`src/rtl/assert_macros.svh`:
```
`ifndef ASSERT_MACROS_SVH
`define ASSERT_MACROS_SVH

// Property checked on every rising clk_i edge outside reset.
`define ASSERT_CLK(name, prop) \
  name: assert property (@(posedge clk_i) disable iff (!rst_ni) prop) \
    else $error("assertion failed");

// Condition that must never hold outside reset.
`define ASSERT_NEVER(name, cond) \
  `ASSERT_CLK(name, !(cond))

`endif

```
`src/rtl/hwc_pkg.sv`:
```
`default_nettype none

package hwc_pkg;

  localparam int unsigned HUE_FRAC  = 6;
  localparam int unsigned HUE_W     = 15;
  localparam int unsigned SUM_W     = 21;
  localparam int unsigned CNT_W     = 7;
  localparam int unsigned DEG_W     = 9;
  localparam int unsigned LVL_W     = 8;
  localparam int unsigned CFG_IDX_W = 3;
  localparam int unsigned DIV_STEPS = 15;
  localparam int unsigned DIV_CNT_W = 4;

  localparam logic [HUE_W-1:0] HUE_FULL   = 15'd23040;
  localparam logic [CNT_W-1:0] MAX_WINDOW = 7'd64;

  typedef enum logic [CFG_IDX_W-1:0] {
    REG_SKIP_LOW    = 3'd0,
    REG_SKIP_HIGH   = 3'd1,
    REG_RED_LOW     = 3'd2,
    REG_RED_HIGH    = 3'd3,
    REG_GREEN_LOW   = 3'd4,
    REG_GREEN_HIGH  = 3'd5,
    REG_WINDOW_SIZE = 3'd6
  } cfg_reg_e;

  typedef enum logic [2:0] {
    VERDICT_SKIP    = 3'd0,
    VERDICT_COUNTED = 3'd1,
    VERDICT_RED     = 3'd2,
    VERDICT_GREEN   = 3'd3,
    VERDICT_NEITHER = 3'd4
  } verdict_e;

  typedef enum logic [1:0] {
    SEC_RED,
    SEC_GREEN,
    SEC_BLUE
  } sector_e;

  typedef enum logic [2:0] {
    S_IDLE,
    S_PREP,
    S_NUM,
    S_HDIV,
    S_HUE,
    S_ADIV,
    S_CLASS,
    S_DONE
  } state_e;

  typedef struct packed {
    logic [LVL_W-1:0] red_level;
    logic [LVL_W-1:0] green_level;
    logic [LVL_W-1:0] blue_level;
  } in_req_t;

  typedef struct packed {
    logic [HUE_W-1:0] hue;
    logic [2:0]       verdict;
    logic [HUE_W-1:0] average_hue;
  } out_req_t;

  function automatic logic in_band(logic [HUE_W-1:0] h, logic [DEG_W-1:0] lo,
                                   logic [DEG_W-1:0] hi);
    logic [HUE_W-1:0] lo_s;
    logic [HUE_W-1:0] hi_s;
    lo_s = {lo, {HUE_FRAC{1'b0}}};
    hi_s = {hi, {HUE_FRAC{1'b0}}};
    return (h >= lo_s) && (h <= hi_s);
  endfunction

endpackage

`default_nettype wire

```
`src/rtl/hue_window_color_classifier_core.sv`:
```
`default_nettype none

// Channel  | Dir | Handshake               | Payload
// ---------+-----+-------------------------+----------------------------------
// in       | in  | in_valid_i / in_ready_o | in_req_i  (red, green, blue)
// out      | out | out_valid_o/out_ready_i | out_req_o (hue, verdict, avg)
// cfg      | in  | cfg_valid_i/cfg_ready_o | cfg_index_i, cfg_data_i
//
// One request at a time. A counted or skipped sample runs prep, the hue divide
// and the hue step; one that closes the window adds the average divide and the
// class step. Both hue and average come from one shared restoring divider,
// one quotient bit per cycle, 15 bits. Equal channels skip the hue divide.
// Reset is asynchronous; config registers return to their defaults.
// A result waiting on out_ready_i holds the core in its final state.
module hue_window_color_classifier_core (
  input  logic                                clk_i,
  input  logic                                rst_ni,
  input  logic                                in_valid_i,
  output logic                                in_ready_o,
  input  hwc_pkg::in_req_t                    in_req_i,
  output logic                                out_valid_o,
  input  logic                                out_ready_i,
  output hwc_pkg::out_req_t                   out_req_o,
  input  logic                                cfg_valid_i,
  output logic                                cfg_ready_o,
  input  logic [hwc_pkg::CFG_IDX_W-1:0]       cfg_index_i,
  input  logic [hwc_pkg::DEG_W-1:0]           cfg_data_i
);
  import hwc_pkg::*;

  `include "assert_macros.svh"

  state_e state_q, state_d;

  logic [DEG_W-1:0] skip_low_q, skip_high_q, red_low_q, red_high_q;
  logic [DEG_W-1:0] green_low_q, green_high_q;
  logic [CNT_W-1:0] window_q;

  logic [SUM_W-1:0] sum_q, sum_d;
  logic [CNT_W-1:0] cnt_q, cnt_d;

  logic [LVL_W-1:0] r_q, g_q, b_q;
  sector_e          sector_q, sector_d;
  logic [LVL_W-1:0] diff_q, diff_d;

  logic [LVL_W-1:0]     rem_q, rem_d;
  logic [HUE_W-1:0]     dvd_q, dvd_d;
  logic [LVL_W-1:0]     dvs_q, dvs_d;
  logic [DIV_CNT_W-1:0] div_cnt_q, div_cnt_d;

  logic [HUE_W-1:0] hue_q, hue_d;
  verdict_e         verdict_q, verdict_d;
  logic [HUE_W-1:0] avg_q, avg_d;

  logic     out_valid_q, out_valid_d;
  out_req_t out_q, out_d;

  logic [LVL_W-1:0] mx, mn, a_sel, c_sel;
  logic [DEG_W-1:0] base_deg;
  logic [16:0]      base_mul;
  logic [DEG_W-1:0] dd;
  logic [17:0]      dd_x, dd_60, num_t;
  logic [DEG_W-1:0] trial;
  logic             trial_ge;
  logic [HUE_W-1:0] hue_v;
  logic [SUM_W-1:0] sum_new;
  logic [CNT_W-1:0] cnt_new, win;

  assign in_ready_o  = (state_q == S_IDLE);
  assign cfg_ready_o = 1'b1;
  assign out_valid_o = out_valid_q;
  assign out_req_o   = out_q;

  always_ff @(posedge clk_i or negedge rst_ni) begin
    if (!rst_ni) begin
      skip_low_q   <= 9'd240;
      skip_high_q  <= 9'd301;
      red_low_q    <= 9'd310;
      red_high_q   <= 9'd355;
      green_low_q  <= 9'd12;
      green_high_q <= 9'd60;
      window_q     <= 7'd10;
    end else if (cfg_valid_i) begin
      unique case (cfg_reg_e'(cfg_index_i))
        REG_SKIP_LOW:    skip_low_q   <= cfg_data_i;
        REG_SKIP_HIGH:   skip_high_q  <= cfg_data_i;
        REG_RED_LOW:     red_low_q    <= cfg_data_i;
        REG_RED_HIGH:    red_high_q   <= cfg_data_i;
        REG_GREEN_LOW:   green_low_q  <= cfg_data_i;
        REG_GREEN_HIGH:  green_high_q <= cfg_data_i;
        REG_WINDOW_SIZE: window_q     <= cfg_data_i[CNT_W-1:0];
        default: ;
      endcase
    end
  end

  always_ff @(posedge clk_i or negedge rst_ni) begin
    if (!rst_ni) begin
      state_q     <= S_IDLE;
      sum_q       <= '0;
      cnt_q       <= '0;
      out_valid_q <= 1'b0;
    end else begin
      state_q     <= state_d;
      sum_q       <= sum_d;
      cnt_q       <= cnt_d;
      out_valid_q <= out_valid_d;
    end
  end

  always_ff @(posedge clk_i) begin
    if (in_valid_i && in_ready_o) begin
      r_q <= in_req_i.red_level;
      g_q <= in_req_i.green_level;
      b_q <= in_req_i.blue_level;
    end
    sector_q  <= sector_d;
    diff_q    <= diff_d;
    rem_q     <= rem_d;
    dvd_q     <= dvd_d;
    dvs_q     <= dvs_d;
    div_cnt_q <= div_cnt_d;
    hue_q     <= hue_d;
    verdict_q <= verdict_d;
    avg_q     <= avg_d;
    out_q     <= out_d;
  end

  always_comb begin
    // max, min and hue sector; ties go red, then green
    if (r_q >= g_q && r_q >= b_q) begin
      sector_d = SEC_RED;
      mx       = r_q;
    end else if (g_q >= b_q) begin
      sector_d = SEC_GREEN;
      mx       = g_q;
    end else begin
      sector_d = SEC_BLUE;
      mx       = b_q;
    end
    mn = r_q;
    if (g_q < mn) mn = g_q;
    if (b_q < mn) mn = b_q;

    unique case (sector_q)
      SEC_RED: begin
        base_deg = 9'd360;
        a_sel    = g_q;
        c_sel    = b_q;
      end
      SEC_GREEN: begin
        base_deg = 9'd120;
        a_sel    = b_q;
        c_sel    = r_q;
      end
      default: begin
        base_deg = 9'd240;
        a_sel    = r_q;
        c_sel    = g_q;
      end
    endcase
    // num = base * diff + 60 * (a - c), never negative
    base_mul = {9'b0, diff_q} * {8'b0, base_deg};
    dd       = {1'b0, a_sel} - {1'b0, c_sel};
    dd_x     = {{9{dd[DEG_W-1]}}, dd};
    dd_60    = (dd_x << 6) - (dd_x << 2);
    num_t    = {1'b0, base_mul} + dd_60;

    trial    = {rem_q, dvd_q[HUE_W-1]};
    trial_ge = (trial >= {1'b0, dvs_q});

    hue_v    = (dvd_q >= HUE_FULL) ? (dvd_q - HUE_FULL) : dvd_q;
    sum_new  = sum_q + {{(SUM_W-HUE_W){1'b0}}, hue_v};
    cnt_new  = cnt_q + 7'd1;
    if (window_q == '0) begin
      win = 7'd1;
    end else if (window_q > MAX_WINDOW) begin
      win = MAX_WINDOW;
    end else begin
      win = window_q;
    end

    state_d     = state_q;
    sum_d       = sum_q;
    cnt_d       = cnt_q;
    diff_d      = diff_q;
    rem_d       = rem_q;
    dvd_d       = dvd_q;
    dvs_d       = dvs_q;
    div_cnt_d   = div_cnt_q;
    hue_d       = hue_q;
    verdict_d   = verdict_q;
    avg_d       = avg_q;
    out_d       = out_q;
    out_valid_d = out_valid_q && !out_ready_i;

    unique case (state_q)
      S_IDLE: begin
        if (in_valid_i) state_d = S_PREP;
      end
      S_PREP: begin
        diff_d  = mx - mn;
        state_d = S_NUM;
      end
      S_NUM: begin
        if (diff_q == '0) begin
          dvd_d   = '0;
          state_d = S_HUE;
        end else begin
          rem_d     = num_t[16:9];
          dvd_d     = {num_t[8:0], {HUE_FRAC{1'b0}}};
          dvs_d     = diff_q;
          div_cnt_d = DIV_CNT_W'(DIV_STEPS - 1);
          state_d   = S_HDIV;
        end
      end
      S_HDIV, S_ADIV: begin
        rem_d     = trial_ge ? 8'(trial - {1'b0, dvs_q}) : trial[LVL_W-1:0];
        dvd_d     = {dvd_q[HUE_W-2:0], trial_ge};
        div_cnt_d = div_cnt_q - 4'd1;
        if (div_cnt_q == '0) begin
          state_d = (state_q == S_HDIV) ? S_HUE : S_CLASS;
        end
      end
      S_HUE: begin
        hue_d = hue_v;
        avg_d = '0;
        if (in_band(hue_v, skip_low_q, skip_high_q)) begin
          verdict_d = VERDICT_SKIP;
          state_d   = S_DONE;
        end else if (cnt_new != '0 && cnt_new >= win) begin
          // sum < count * 2^15, so the quotient fits 15 bits
          rem_d     = {2'b0, sum_new[SUM_W-1:HUE_W]};
          dvd_d     = sum_new[HUE_W-1:0];
          dvs_d     = {1'b0, cnt_new};
          div_cnt_d = DIV_CNT_W'(DIV_STEPS - 1);
          sum_d     = '0;
          cnt_d     = '0;
          state_d   = S_ADIV;
        end else begin
          sum_d     = sum_new;
          cnt_d     = cnt_new;
          verdict_d = VERDICT_COUNTED;
          state_d   = S_DONE;
        end
      end
      S_CLASS: begin
        avg_d = dvd_q;
        if (in_band(dvd_q, red_low_q, red_high_q)) begin
          verdict_d = VERDICT_RED;
        end else if (in_band(dvd_q, green_low_q, green_high_q)) begin
          verdict_d = VERDICT_GREEN;
        end else begin
          verdict_d = VERDICT_NEITHER;
        end
        state_d = S_DONE;
      end
      S_DONE: begin
        if (!out_valid_q || out_ready_i) begin
          out_d.hue         = hue_q;
          out_d.verdict     = verdict_q;
          out_d.average_hue = avg_q;
          out_valid_d       = 1'b1;
          state_d           = S_IDLE;
        end
      end
      default: state_d = S_IDLE;
    endcase
  end

  `ASSERT_CLK(a_accept_starts, in_valid_i && in_ready_o |=> state_q == S_PREP)
  `ASSERT_NEVER(a_count_below_max, cnt_q >= MAX_WINDOW)
  `ASSERT_CLK(a_div_rem_bound, (state_q == S_HDIV || state_q == S_ADIV) |-> rem_q < dvs_q)
  `ASSERT_CLK(a_done_waits, state_q == S_DONE && out_valid_q && !out_ready_i |=>
              state_q == S_DONE)

endmodule

`default_nettype wire
```
`config.mk`:
```
export PLATFORM = sky130hd
export DESIGN_NAME = hue_window_color_classifier_core
export DESIGN_NICKNAME = d
export VERILOG_FILES = /design/src/rtl/hwc_pkg.sv /design/src/rtl/hue_window_color_classifier_core.sv
export VERILOG_INCLUDE_DIRS = /design/src /design/src/rtl
export SDC_FILE = /design/constraint.sdc
export NUM_CORES = 1
export LEC_CHECK = 0
export BUFFER_PORTS_ARGS = -buffer_cell sky130_fd_sc_hd__buf_2
export CAP_MARGIN = 10
export CELL_PAD_IN_SITES_DETAIL_PLACEMENT = 0
export CELL_PAD_IN_SITES_GLOBAL_PLACEMENT = 2
export CORE_AREA = 3 3 212 256
export DETAILED_ROUTE_END_ITERATION = 6
export DIE_AREA = 0 0 215 259
export PLACE_DENSITY = 0.63
export SYNTH_ARGS = -nofsm -noshare
export SYNTH_HDL_FRONTEND = slang
export SYNTH_SLANG_ARGS = --single-unit
export TNS_END_PERCENT = 100
```
`constraint.sdc`:
```
create_clock -name clk_i -period 11.1 [get_ports clk_i]
set_clock_uncertainty 0.15 [all_clocks]
set_input_delay 0.555 -clock clk_i [delete_from_list [all_inputs] [get_ports clk_i]]
set_output_delay 0.555 -clock clk_i [all_outputs]
set_load 0.05 [all_outputs]
```
==> flow_metrics.tcl <==
set metrics [dict create \
    ant_nets 0 \
    max_cap_viol_count 0 \
    synth-edff-count 133 \
    wl_per_cell_um 17.2 \
    hold_class "primary input to flop" \
    syn_area_um2 15600 \
    fin_crit_ps 8270 \
    crit_path_frequent_cell "inv_1" \
    synth_area_leaders "edfxtp_1 26%, ha_1 14%, dfrtp_1 11%" \
    io_buffers 75 \
    postSynthNetCount 1762 \
    cts-htree-levels 1 \
    cts_resized 0 \
    cp_data_required_time_ps 11240 \
    cp_slowest_stage_delay_ps 920 \
    setup_tns_ps 0 \
    fmax_ghz 0.121 \
    die_x_um 215 \
    dr.pass1.iters 7 \
    cts_inserted_buffers 29 \
    antenna_found_initial 0 \
    yosysSeqAreaShare_pct 41.1 \
    cts_tree "yes" \
    worst_pin_slew_ps 1090 \
    path_class "flop to flop" \
    slew_headroom_pct 27.0 \
    synthArstFlopShare_pct 40.8 \
    area_growth_pct 16.4 \
    drive_above_1_share_pct 14.1 \
    rows 92 \
    yosysTopAreaCell "edfxtp_1" \
    grt_pass1_wl_um 64100 \
    clock-sinks 228 \
    post_cts_buffers 0 \
    syn_area_per_cell_um2 10.3 \
    grt_max_degree 62 \
    core_area_um2 52100 \
    synth_top_area_share_pct 25.7 \
    min_path_cells 1 \
    ys_types 77 \
    critPathArrivalTime_ps 8410 \
    clockBufferDepth 3 \
    drtIter0Drc 375 \
    die-area_um2 55700 \
    gr-total-overflow 0 \
    cts_root_buf "clkbuf_16" \
    fp.dieH_um 259 \
    yosysMostFrequentCell "ha_1" \
    io_pins 77 \
    place.gp.congestion 0.767 \
    dp_hpwl_um 29700 \
    drc_errors 0 \
    min_period_over_period_pct 74.5 \
    clk_pin_slew_ps 60 \
    synthFlopType "edfxtp_1" \
    ys_seq_elements 228 \
    synth_warnings 0 \
    antenna_cells 0 \
    rsz0062_at_grt "false" \
    rr_worst_depth 33 \
    crit_slowest_cell "dfxtp_1" \
    start_kind "flop" \
    grt_pass1_vias 11200 \
    avgViaCountPerCell 4.70 \
    initial_core_util_pct 29.8 \
    synth_commonest_cells "175 x ha_1, 173 x inv_1, 133 x edfxtp_1, 133 x nand2_1, 90 x o21ai_0" \
    wirelength_um 40300 \
    grt.total_usage_pct 14.5 \
    postSynthCellCount 1506 \
    fin_nets 1873 \
    num_vias 11000 \
    setup_violations 0 \
    slew_violations 0 \
    outcome "finished, final reports clean" \
    finalHoldViolations 0 \
    crit_path_end_kind "flop" \
    hold_buffers 23 \
    worstSkewPairLatency_ps 560 \
    cp_max_fo 30 \
]
==> per-layer routing <==
layer	part of all wire [%]	global-route usage (%)	routed length, um	vias to the layer above
li1	-	-	-	5523
met1	44	17.9	17800	5302
met2	51	26.9	20300	136
met3	3.2	1.79	1310	50
met4	2.1	3.67	865	0
met5	0	0	0	-
==> cells by family (layout without fill, tap and decap cells) <==
kind of cell	count (synthesis)	in the layout	share of synthesized area [%]
DFF	228	228	41.1
other	1	1	0.0241
xor gates and xnor gates	73	73	4.21
muxes	62	62	4.25
adders and majority gates	215	215	19.2
buffers and inverters	213	347	5.27
AOI/OAI and AO/OA	330	330	14.2
and+or+nand+nor	384	384	11.7
==> worst paths after layout <==
kind / from / endpoint / slack, ps
setup / recovery: sector_q[1]$_SDFF_PP0_ / rem_q[7]$_DFFE_PP_ / 2830
hold / removal: in_req_i[2] / b_q[2]$_DFFE_PP_ / 40
setup reg to reg: sector_q[1]$_SDFF_PP0_ / rem_q[7]$_DFFE_PP_ / 2830
hold reg to reg: hue_q[4]$_DFFE_PP_ / out_req_o[22]$_DFFE_PP_ / 260
max in group asynchronous: rst_ni / sum_q[16]$_DFFE_PN0P_ / 9210
min in group asynchronous: rst_ni / green_high_q[8]$_DFFE_PN0P_ / 340
==> placed cells by master, fill, tap and decap left out, drive strengths merged, types with 33 or more instances in the layout <==
| master | instances |
|---|---|
| nor2 | 83 |
| clkbuf | 36 |
| nor3 | 35 |
| nand2 | 133 |
| ha | 175 |
| inv | 177 |
| mux2 | 33 |
| fa | 40 |
| o21ai | 93 |
| dfrtp | 66 |
| edfxtp | 133 |
| a21oi | 76 |
| buf | 97 |
| xnor2 | 53 |
==> per-stage QoR <==
step | setup slack [ps] | hold WS [ps] | utilization, % | std cells | instance area [um2]
floorplan | 3370 | 109 | - | 1506 | 15600
global placement | 2930 | 253 | 32.3 | 2268 | 16800
detailed placement | 2830 | 255 | 32.3 | 2268 | 16800
CTS | 2750 | 1.20 | 34.7 | 2345 | 18100
global route | 2260 | 4.23 | 34.7 | 2345 | 18100
finish | 2830 | 41.5 | 34.7 | 2345 | 18100
==> registers in the layout, summed over array words and instances, names as in the netlist, 9 cells and up <==
| signal | flops |
|---|---|
| green_high_q | 9 |
| skip_high_q | 9 |
| out_req_o | 33 |
| red_high_q | 9 |
| sum_q | 21 |
| hue_q | 15 |
| red_low_q | 9 |
| dvd_q | 15 |
| green_low_q | 9 |
| avg_q | 15 |
| skip_low_q | 9 |
==> critical path: cells and delay by family (launching register included) <==
family | cells | cell delay (ps)
AO/OA/AOI/OAI | 12 | 2240
AND/OR/NAND/NOR | 3 | 580
adder cells (fa/ha/maj) | 7 | 2550
flip-flops | 1 | 920
buffers and inverters | 7 | 880
XOR/XNOR | 4 | 690
==> layout make-up <==
cell class	instances	area, um2
fillers	5270	34000
repair buffers	120	773
clock inverters	18	233
inverters	173	649
clock buffers	36	815
flip-flops and latches	228	6390
well taps	705	882
multi-input cells	1065	8350
Power is left out: the tool's default activity adds up to more than one toggle a clock period on the data nets, which glitch-free logic cannot reach.
